### src/rtl/wav_riff_header_parser_macros.svh
// ----------------------------------------------------------------------------
// wav riff header parser assertion macros
// shared assertion shorthands for the parser rtl
// ----------------------------------------------------------------------------
`ifndef WAV_RIFF_HEADER_PARSER_MACROS_SVH
`define WAV_RIFF_HEADER_PARSER_MACROS_SVH

// implication checked on every clock edge outside reset
`define WRH_ASSERT_IMPL(label, clk, rstn, ante, cons) \
    label: assert property (@(posedge clk) disable iff (!rstn) (ante) |-> (cons)) \
        else $error("assertion failed");

// implication checked on the next clock edge
`define WRH_ASSERT_NEXT(label, clk, rstn, ante, cons) \
    label: assert property (@(posedge clk) disable iff (!rstn) (ante) |=> (cons)) \
        else $error("assertion failed");

`endif

### src/rtl/wrh_pkg.sv
// ----------------------------------------------------------------------------
// wrh_pkg
// types and constants shared by the wav riff header parser
// ----------------------------------------------------------------------------
package wrh_pkg;

    typedef struct packed {
        logic [7:0] file_byte;
        logic       final_byte;
    } in_item_t;

    typedef struct packed {
        logic [7:0]  sample_byte;
        logic        sample_valid;
        logic [2:0]  parse_status;
        logic [15:0] format_tag;
        logic [15:0] channel_count;
        logic [31:0] sample_rate;
        logic [31:0] byte_rate;
        logic [15:0] block_align;
        logic [15:0] sample_bits;
        logic [15:0] valid_sample_bits;
        logic [31:0] speaker_mask;
        logic [31:0] frame_total;
    } out_item_t;

    typedef struct packed {
        logic        start;
        logic [31:0] dividend;
        logic [15:0] divisor;
    } div_req_t;

    typedef struct packed {
        logic        busy;
        logic        done;
        logic [31:0] quotient;
    } div_rsp_t;

    localparam logic [31:0] TAG_RIFF = 32'h4646_4952;
    localparam logic [31:0] TAG_WAVE = 32'h4556_4157;
    localparam logic [31:0] TAG_FMT  = 32'h2074_6D66;
    localparam logic [31:0] TAG_DATA = 32'h6174_6164;
    localparam logic [31:0] TAG_FACT = 32'h7463_6166;
    localparam logic [15:0] EXT_TAG  = 16'hFFFE;
    localparam logic [15:0] EXT_MIN  = 16'd22;

    localparam logic [2:0] ST_PARSING = 3'd0;
    localparam logic [2:0] ST_DONE    = 3'd1;
    localparam logic [2:0] ST_BAD_RIFF = 3'd2;
    localparam logic [2:0] ST_BAD_WAVE = 3'd3;
    localparam logic [2:0] ST_NO_FMT  = 3'd4;
    localparam logic [2:0] ST_NO_DATA = 3'd5;
    localparam logic [2:0] ST_UNSUP   = 3'd6;

endpackage

### src/rtl/wrh_divider.sv
// ----------------------------------------------------------------------------
// wrh_divider
// radix-2 restoring divider, one quotient bit per cycle, zero divisor gives 0
// ----------------------------------------------------------------------------
module wrh_divider (
    input  logic              aclk,
    input  logic              aresetn,
    input  wrh_pkg::div_req_t req,
    output wrh_pkg::div_rsp_t rsp
);

    logic [5:0]  cnt_reg, cnt_next;
    logic        busy_reg, busy_next;
    logic        done_reg, done_next;
    logic [31:0] quo_reg, quo_next;
    logic [16:0] rem_reg, rem_next;
    logic [15:0] dvs_reg, dvs_next;
    logic [16:0] trial;

    always_comb begin
        cnt_next  = cnt_reg;
        busy_next = busy_reg;
        done_next = 1'b0;
        quo_next  = quo_reg;
        rem_next  = rem_reg;
        dvs_next  = dvs_reg;
        trial     = {rem_reg[15:0], quo_reg[31]};
        if (req.start) begin
            busy_next = (req.divisor != 16'd0);
            done_next = (req.divisor == 16'd0);
            quo_next  = (req.divisor == 16'd0) ? 32'd0 : req.dividend;
            rem_next  = 17'd0;
            dvs_next  = req.divisor;
            cnt_next  = 6'd32;
        end else if (busy_reg) begin
            if (trial >= {1'b0, dvs_reg}) begin
                rem_next = trial - {1'b0, dvs_reg};
                quo_next = {quo_reg[30:0], 1'b1};
            end else begin
                rem_next = trial;
                quo_next = {quo_reg[30:0], 1'b0};
            end
            cnt_next = cnt_reg - 6'd1;
            if (cnt_reg == 6'd1) begin
                busy_next = 1'b0;
                done_next = 1'b1;
            end
        end
    end

    always_ff @(posedge aclk) begin
        if (!aresetn) begin
            busy_reg <= 1'b0;
            done_reg <= 1'b0;
            cnt_reg  <= 6'd0;
        end else begin
            busy_reg <= busy_next;
            done_reg <= done_next;
            cnt_reg  <= cnt_next;
        end
        quo_reg <= quo_next;
        rem_reg <= rem_next;
        dvs_reg <= dvs_next;
    end

    assign rsp.busy     = busy_reg;
    assign rsp.done     = done_reg;
    assign rsp.quotient = quo_reg;

endmodule

### src/rtl/wav_riff_header_parser.sv
// ----------------------------------------------------------------------------
// wav_riff_header_parser
// byte-serial riff/wave header parser with pcm sample pass-through
// ----------------------------------------------------------------------------
// s_ channel: one file byte per transaction, final_byte marks the last byte.
// m_ channel: one result per input byte carrying the pass-through sample,
// the parse status and the current format fields.
// a byte is decoded in the cycle it is accepted and its result is registered;
// the next byte is taken once that result has been taken.
// when a data chunk ends, or the file ends inside one, the frame count is
// data bytes divided by block_align, computed by a bit-serial divider;
// the result of that byte waits for the quotient before it is offered.
// after a nonzero status every later byte is absorbed with fields held.
// a stalled receiver holds the result and the input stays not ready.
// reset (aresetn low, synchronous) returns to expecting the riff tag with all
// format fields cleared.
// ----------------------------------------------------------------------------
`include "wav_riff_header_parser_macros.svh"

module wav_riff_header_parser (
    input  logic               aclk,
    input  logic               aresetn,
    input  logic               s_valid,
    output logic               s_ready,
    input  wrh_pkg::in_item_t  s_data,
    output logic               m_valid,
    input  logic               m_ready,
    output wrh_pkg::out_item_t m_data
);

    localparam logic [3:0] PH_RIFF  = 4'd0;
    localparam logic [3:0] PH_RSIZE = 4'd1;
    localparam logic [3:0] PH_WAVE  = 4'd2;
    localparam logic [3:0] PH_CID   = 4'd3;
    localparam logic [3:0] PH_CSIZE = 4'd4;
    localparam logic [3:0] PH_FMT   = 4'd5;
    localparam logic [3:0] PH_FACT  = 4'd6;
    localparam logic [3:0] PH_DATA  = 4'd7;
    localparam logic [3:0] PH_SKIP  = 4'd8;
    localparam logic [3:0] PH_PAD   = 4'd9;
    localparam logic [3:0] PH_STOP  = 4'd10;

    localparam logic [1:0] SQ_IDLE = 2'd0;
    localparam logic [1:0] SQ_DIV  = 2'd1;
    localparam logic [1:0] SQ_OUT  = 2'd2;

    logic [1:0]  sq_reg, sq_next;
    logic [3:0]  ph_reg, ph_next;
    logic [31:0] bif_reg, bif_next;
    logic [31:0] tag_reg, tag_next;
    logic [31:0] clen_reg, clen_next;
    logic [31:0] fsh_reg, fsh_next;
    logic [15:0] xsz_reg, xsz_next;
    logic        fmt_seen_reg, fmt_seen_next;
    logic        data_seen_reg, data_seen_next;
    logic [31:0] dbytes_reg, dbytes_next;
    logic [2:0]  st_reg, st_next;
    logic [15:0] ftag_reg, ftag_next;
    logic [15:0] chan_reg, chan_next;
    logic [31:0] rate_reg, rate_next;
    logic [31:0] brate_reg, brate_next;
    logic [15:0] align_reg, align_next;
    logic [15:0] bits_reg, bits_next;
    logic [15:0] vbits_reg, vbits_next;
    logic [31:0] mask_reg, mask_next;
    logic [31:0] frames_reg, frames_next;
    logic [7:0]  sbyte_reg, sbyte_next;
    logic        svalid_reg, svalid_next;

    logic        accept;
    logic        need_div;
    logic [31:0] bif_inc;
    logic [1:0]  lane;
    logic [7:0]  b;
    logic        ext;

    wrh_pkg::div_req_t div_req;
    wrh_pkg::div_rsp_t div_rsp;

    wrh_divider u_div (
        .aclk    (aclk),
        .aresetn (aresetn),
        .req     (div_req),
        .rsp     (div_rsp)
    );

    assign s_ready = (sq_reg == SQ_IDLE);
    assign accept  = s_valid && s_ready;
    assign m_valid = (sq_reg == SQ_OUT);

    always_comb begin
        ph_next        = ph_reg;
        bif_next       = bif_reg;
        tag_next       = tag_reg;
        clen_next      = clen_reg;
        fsh_next       = fsh_reg;
        xsz_next       = xsz_reg;
        fmt_seen_next  = fmt_seen_reg;
        data_seen_next = data_seen_reg;
        dbytes_next    = dbytes_reg;
        st_next        = st_reg;
        ftag_next      = ftag_reg;
        chan_next      = chan_reg;
        rate_next      = rate_reg;
        brate_next     = brate_reg;
        align_next     = align_reg;
        bits_next      = bits_reg;
        vbits_next     = vbits_reg;
        mask_next      = mask_reg;
        frames_next    = frames_reg;
        sbyte_next     = sbyte_reg;
        svalid_next    = svalid_reg;
        need_div       = 1'b0;
        b              = s_data.file_byte;
        bif_inc        = bif_reg + 32'd1;
        lane           = bif_reg[1:0];
        ext            = (ftag_reg == wrh_pkg::EXT_TAG) && (xsz_reg >= wrh_pkg::EXT_MIN);

        if (accept) begin
            sbyte_next  = 8'd0;
            svalid_next = 1'b0;
            if (ph_reg != PH_STOP) begin
                unique case (ph_reg)
                    PH_RIFF, PH_WAVE, PH_CID: begin
                        tag_next[lane*8 +: 8] = b;
                        bif_next = bif_inc;
                        if (bif_inc == 32'd4) begin
                            bif_next = 32'd0;
                            if (ph_reg == PH_RIFF) begin
                                if (tag_next != wrh_pkg::TAG_RIFF) begin
                                    st_next = wrh_pkg::ST_BAD_RIFF;
                                    ph_next = PH_STOP;
                                end else begin
                                    ph_next = PH_RSIZE;
                                end
                                tag_next = 32'd0;
                            end else if (ph_reg == PH_WAVE) begin
                                if (tag_next != wrh_pkg::TAG_WAVE) begin
                                    st_next = wrh_pkg::ST_BAD_WAVE;
                                    ph_next = PH_STOP;
                                end else begin
                                    ph_next = PH_CID;
                                end
                                tag_next = 32'd0;
                            end else begin
                                fsh_next = 32'd0;
                                ph_next  = PH_CSIZE;
                            end
                        end
                    end
                    PH_RSIZE: begin
                        bif_next = bif_inc;
                        if (bif_inc == 32'd4) begin
                            bif_next = 32'd0;
                            ph_next  = PH_WAVE;
                        end
                    end
                    PH_CSIZE: begin
                        fsh_next[lane*8 +: 8] = b;
                        bif_next = bif_inc;
                        if (bif_inc == 32'd4) begin
                            clen_next = fsh_next;
                            bif_next  = 32'd0;
                            if (tag_reg == wrh_pkg::TAG_FMT) begin
                                fmt_seen_next = 1'b1;
                                ftag_next = 16'd0; chan_next = 16'd0; rate_next = 32'd0;
                                brate_next = 32'd0; align_next = 16'd0; bits_next = 16'd0;
                                vbits_next = 16'd0; mask_next = 32'd0; frames_next = 32'd0;
                                xsz_next = 16'd0;
                                ph_next = PH_FMT;
                            end else if (tag_reg == wrh_pkg::TAG_DATA) begin
                                data_seen_next = 1'b1;
                                if (!fmt_seen_reg) begin
                                    st_next = wrh_pkg::ST_NO_FMT;
                                    ph_next = PH_STOP;
                                end else if (ftag_reg != 16'd1 ||
                                        (bits_reg != 16'd8 && bits_reg != 16'd16 &&
                                         bits_reg != 16'd24 && bits_reg != 16'd32)) begin
                                    st_next = wrh_pkg::ST_UNSUP;
                                    ph_next = PH_STOP;
                                end else begin
                                    dbytes_next = 32'd0;
                                    ph_next = PH_DATA;
                                end
                            end else if (tag_reg == wrh_pkg::TAG_FACT) begin
                                frames_next = 32'd0;
                                ph_next = PH_FACT;
                            end else begin
                                ph_next = PH_SKIP;
                            end
                            if (ph_next != PH_STOP && fsh_next == 32'd0) begin
                                if (ph_next == PH_DATA) need_div = 1'b1;
                                tag_next = 32'd0;
                                ph_next  = PH_CID;
                            end
                        end
                    end
                    PH_PAD: begin
                        ph_next  = PH_CID;
                        bif_next = 32'd0;
                        tag_next = 32'd0;
                    end
                    PH_FMT, PH_FACT, PH_DATA, PH_SKIP: begin
                        if (ph_reg == PH_FMT) begin
                            if (bif_reg < 32'd2) ftag_next[bif_reg[0]*8 +: 8] = b;
                            else if (bif_reg < 32'd4) chan_next[bif_reg[0]*8 +: 8] = b;
                            else if (bif_reg < 32'd8) rate_next[lane*8 +: 8] = b;
                            else if (bif_reg < 32'd12) brate_next[lane*8 +: 8] = b;
                            else if (bif_reg < 32'd14) align_next[bif_reg[0]*8 +: 8] = b;
                            else if (bif_reg < 32'd16) bits_next[bif_reg[0]*8 +: 8] = b;
                            else if (bif_reg < 32'd18) xsz_next[bif_reg[0]*8 +: 8] = b;
                            else if (bif_reg < 32'd20) begin
                                if (ext) vbits_next[bif_reg[0]*8 +: 8] = b;
                            end else if (bif_reg < 32'd24) begin
                                if (ext) mask_next[lane*8 +: 8] = b;
                            end
                        end else if (ph_reg == PH_FACT) begin
                            if (bif_reg < 32'd4) frames_next[lane*8 +: 8] = b;
                        end else if (ph_reg == PH_DATA) begin
                            sbyte_next  = b;
                            svalid_next = 1'b1;
                            dbytes_next = dbytes_reg + 32'd1;
                        end
                        bif_next = bif_inc;
                        if (bif_inc == clen_reg) begin
                            if (ph_reg == PH_DATA) need_div = 1'b1;
                            bif_next = 32'd0;
                            tag_next = 32'd0;
                            ph_next  = clen_reg[0] ? PH_PAD : PH_CID;
                        end
                    end
                    default: begin
                        ph_next = ph_reg;
                    end
                endcase

                if (s_data.final_byte && st_next == wrh_pkg::ST_PARSING) begin
                    if (ph_next == PH_RIFF) st_next = wrh_pkg::ST_BAD_RIFF;
                    else if (ph_next == PH_RSIZE || ph_next == PH_WAVE)
                        st_next = wrh_pkg::ST_BAD_WAVE;
                    else begin
                        if (ph_next == PH_DATA) need_div = 1'b1;
                        st_next = !fmt_seen_next ? wrh_pkg::ST_NO_FMT :
                                  (!data_seen_next ? wrh_pkg::ST_NO_DATA : wrh_pkg::ST_DONE);
                    end
                    ph_next = PH_STOP;
                end
            end
        end

        if (div_rsp.done) frames_next = div_rsp.quotient;
    end

    assign div_req.start    = accept && need_div;
    assign div_req.dividend = dbytes_next;
    assign div_req.divisor  = align_reg;

    always_comb begin
        sq_next = sq_reg;
        unique case (sq_reg)
            SQ_IDLE: if (accept) sq_next = need_div ? SQ_DIV : SQ_OUT;
            SQ_DIV:  if (div_rsp.done) sq_next = SQ_OUT;
            SQ_OUT:  if (m_ready) sq_next = SQ_IDLE;
            default: sq_next = SQ_IDLE;
        endcase
    end

    always_ff @(posedge aclk) begin
        if (!aresetn) begin
            sq_reg        <= SQ_IDLE;
            ph_reg        <= PH_RIFF;
            bif_reg       <= 32'd0;
            tag_reg       <= 32'd0;
            clen_reg      <= 32'd0;
            fsh_reg       <= 32'd0;
            xsz_reg       <= 16'd0;
            fmt_seen_reg  <= 1'b0;
            data_seen_reg <= 1'b0;
            dbytes_reg    <= 32'd0;
            st_reg        <= wrh_pkg::ST_PARSING;
            ftag_reg      <= 16'd0;
            chan_reg      <= 16'd0;
            rate_reg      <= 32'd0;
            brate_reg     <= 32'd0;
            align_reg     <= 16'd0;
            bits_reg      <= 16'd0;
            vbits_reg     <= 16'd0;
            mask_reg      <= 32'd0;
            frames_reg    <= 32'd0;
            sbyte_reg     <= 8'd0;
            svalid_reg    <= 1'b0;
        end else begin
            sq_reg        <= sq_next;
            ph_reg        <= ph_next;
            bif_reg       <= bif_next;
            tag_reg       <= tag_next;
            clen_reg      <= clen_next;
            fsh_reg       <= fsh_next;
            xsz_reg       <= xsz_next;
            fmt_seen_reg  <= fmt_seen_next;
            data_seen_reg <= data_seen_next;
            dbytes_reg    <= dbytes_next;
            st_reg        <= st_next;
            ftag_reg      <= ftag_next;
            chan_reg      <= chan_next;
            rate_reg      <= rate_next;
            brate_reg     <= brate_next;
            align_reg     <= align_next;
            bits_reg      <= bits_next;
            vbits_reg     <= vbits_next;
            mask_reg      <= mask_next;
            frames_reg    <= frames_next;
            sbyte_reg     <= sbyte_next;
            svalid_reg    <= svalid_next;
        end
    end

    always_comb begin
        m_data.sample_byte       = sbyte_reg;
        m_data.sample_valid      = svalid_reg;
        m_data.parse_status      = st_reg;
        m_data.format_tag        = ftag_reg;
        m_data.channel_count     = chan_reg;
        m_data.sample_rate       = rate_reg;
        m_data.byte_rate         = brate_reg;
        m_data.block_align       = align_reg;
        m_data.sample_bits       = bits_reg;
        m_data.valid_sample_bits = vbits_reg;
        m_data.speaker_mask      = mask_reg;
        m_data.frame_total       = frames_reg;
    end

    // a finished verdict never changes
    `WRH_ASSERT_NEXT(a_status_sticky, aclk, aresetn, st_reg != wrh_pkg::ST_PARSING, $stable(st_reg))
    // the divider only runs while a result waits for its quotient
    `WRH_ASSERT_IMPL(a_div_only_waiting, aclk, aresetn, div_rsp.busy, sq_reg == SQ_DIV)
    // the input is never taken while a result is pending
    `WRH_ASSERT_IMPL(a_no_accept_pending, aclk, aresetn, m_valid, !s_ready)

endmodule
### config.mk
export PLATFORM = sky130hd
export DESIGN_NAME = wav_riff_header_parser
export DESIGN_NICKNAME = d
export VERILOG_FILES = /design/src/rtl/wrh_pkg.sv /design/src/rtl/wrh_divider.sv /design/src/rtl/wav_riff_header_parser.sv
export VERILOG_INCLUDE_DIRS = /design/src /design/src/rtl
export SDC_FILE = /design/constraint.sdc
export NUM_CORES = 1
export LEC_CHECK = 0
export BUFFER_PORTS_ARGS = -buffer_cell sky130_fd_sc_hd__buf_2
export CORE_MARGIN = 8
export CORE_UTILIZATION = 55
export CTS_BUF_LIST = sky130_fd_sc_hd__clkbuf_2
export CTS_CLUSTER_SIZE = 12
export DETAILED_ROUTE_END_ITERATION = 8
export PLACE_DENSITY = 0.75
export SLEW_MARGIN = 20
export SYNTH_ARGS = -nofsm -noshare
export SYNTH_HDL_FRONTEND = slang
export SYNTH_HIERARCHICAL = 1
export SYNTH_SLANG_ARGS = --single-unit
### constraint.sdc
create_clock -name aclk -period 6.8 [get_ports aclk]
set_clock_uncertainty 0.15 [all_clocks]
set_input_delay 1.02 -clock aclk [delete_from_list [all_inputs] [get_ports aclk]]
set_output_delay 1.02 -clock aclk [all_outputs]
set_load 0.02 [all_outputs]
==> metrics.yaml <==
fin_ws_ns: 0.4698
first_pass_iters: 8
crit_chain: "inv_1, ha_1, and4b_1, a31oi_1, a2111oi_0, nand4_1, nor4_2, nor2_1, a2111oi_0, o41ai_1, nor4b_2, nand4b_1, a31oi_4, inv_2, a41oi_4, buf_4, nand2_1, o21ai_0"
cpMostUsedCell: "a2111oi_0"
synth_warnings: 6
first_iter_violations: 2708
syn_area_per_cell_um2: 8.545
ios: 235
critical_path_class: "register to register"
fillers: 3948
worst-endpoint-required_ns: 7.61
final_hold_viol_count: 0
syn_nets: 2886
pwr_density_cell_nw_per_um2: 193.2
chipHeight_um: 226.3
hp-class: "input pin to register"
fp.coreArea_um2: 43930
grt_max_degree: 191
startpoint_type: "register"
setup_viol: 0
peakVddDrop_mv: 0.1588
setup_tns_ns: 0
die_x_um: 226.3
cts_max_path_buffers: 3
power.leakage_nw: 10.34
path_max_fanout: 34
insertion_delay_ns: 1.18
slew_headroom_pct: 24.89
htreeDepth: 3
cts_buffers: 118
finalCritPeriodShare_pct: 93.09
stdcell_count: 3697
period_minus_slack_ns: 6.330
drc: 0
status: "complete, no violations"
dp_cells: 3486
drt-total-wl_um: 85550
num_rows: 77
max_freq_mhz: 158.0
cts_root_buf: "clkbuf_2"
cts_tree: "built"
postSynthCellCount: 2847
hold_ws_ns: 0.1299
port_buffers: 234
cts_setup_buffers: 0
dpl_worst_slack_ns: 0.9000
viasPerCell: 6.400
final_area_um2: 26720
hold_buffers: 0
dpl_cell_area_um2: 25670
grt_pass1_vias: 22535
rsz0062_at_grt: "no"
netlist_area_um2: 24330
arrival_ns: 7.14
cts_resized: 0
wl_per_cell_um: 23.14
clk_pin_slew_worst_paths_ns: 0.10
end_kind: "register"
critical_path.max_stage_delay_ns: 0.70
grt_pass1_wl_um: 129900
final_cell_mix: "470 x nor2_1, 425 x dfxtp_1, 234 x buf_2"
slew_viol_final: 0
dieArea_um2: 51220
maxCapViolations: 0
cts.sinks: 475
gp_congestion: 1.004
tightest_slew_ns: 1.118
vias: 23660
slowest_stage: "nor4_2"
ant_nets: 0
grt_overflow_total: 0
initial_core_util_pct: 55.38
grt_use_total_pct: 32.16
drive_gt1_share_pct: 18.51
area_growth_syn_to_layout_pct: 9.813
antenna_found_initial: 4
final_common_cell: "nor2_1"
dp_hpwl_um: 59860
fin_nets: 3053
==> cell type report <==
type / instances / area, µm² / area share, %
Antenna cell: 4 / 10.01 / 0.03747
Sequential cell: 475 / 9992 / 37.40
Inverter: 58 / 225.2 / 0.8430
Tap cell: 592 / 740.7 / 2.773
Timing Repair Buffer: 285 / 1567 / 5.864
Multi-Input combinational cell: 2076 / 13150 / 49.23
Clock inverter: 34 / 163.9 / 0.6135
Clock buffer: 173 / 865.8 / 3.241
==> worst paths after layout <==
path | start | end | slack [ns] | cells after the start
max | bif_reg[1]$_SDFFE_PN0P_ | u_div/quo_reg[0]$_DFFE_PP_ | 0.47 | 18
min | m_ready | sq_reg[1]$_SDFFE_PN0P_ | 0.13 | 4
max reg2reg | bif_reg[1]$_SDFFE_PN0P_ | u_div/quo_reg[0]$_DFFE_PP_ | 0.47 | 18
min reg2reg | tag_reg[8]$_SDFFE_PN0P_ | tag_reg[8]$_SDFFE_PN0P_ | 0.33 | 2
==> layer usage <==
metal / track usage (%) / up-vias / routed length, µm
met2: 51.54 / 1304 / 39160
met5: 0 / - / 14
met1: 38.64 / 11289 / 32910
met4: 18.10 / 2 / 4871
li1: - / 10780 / -
met3: 9.002 / 285 / 8585
==> report_power, final <==
part           switching (mW)  total, mW  internal (mW)
registers              0.0152       2.84           2.83
clock network            1.22       1.91          0.692
logic                   0.311      0.412          0.101
total                    1.54       5.16           3.62
==> metrics by stage <==
step           util, %  total power, mW
2_1_floorplan        -            3.165
3_3_place_gp     58.41            3.298
3_5_place_dp     58.44            3.303
4_1_cts          60.78            5.176
5_1_grt          60.81            5.356
6_report         60.81            5.161
==> critical path, delay by kind of cell (launching register included) <==
family	cells	cell delay (ns)
AND/OR/NAND/NOR	7	2.45
AO/OA/AOI/OAI	7	1.99
buffers and inverters	3	0.61
adder cells (fa/ha/maj)	1	0.56
flip-flops	1	0.35
Note: power is estimated with default switching activity, not from simulation.
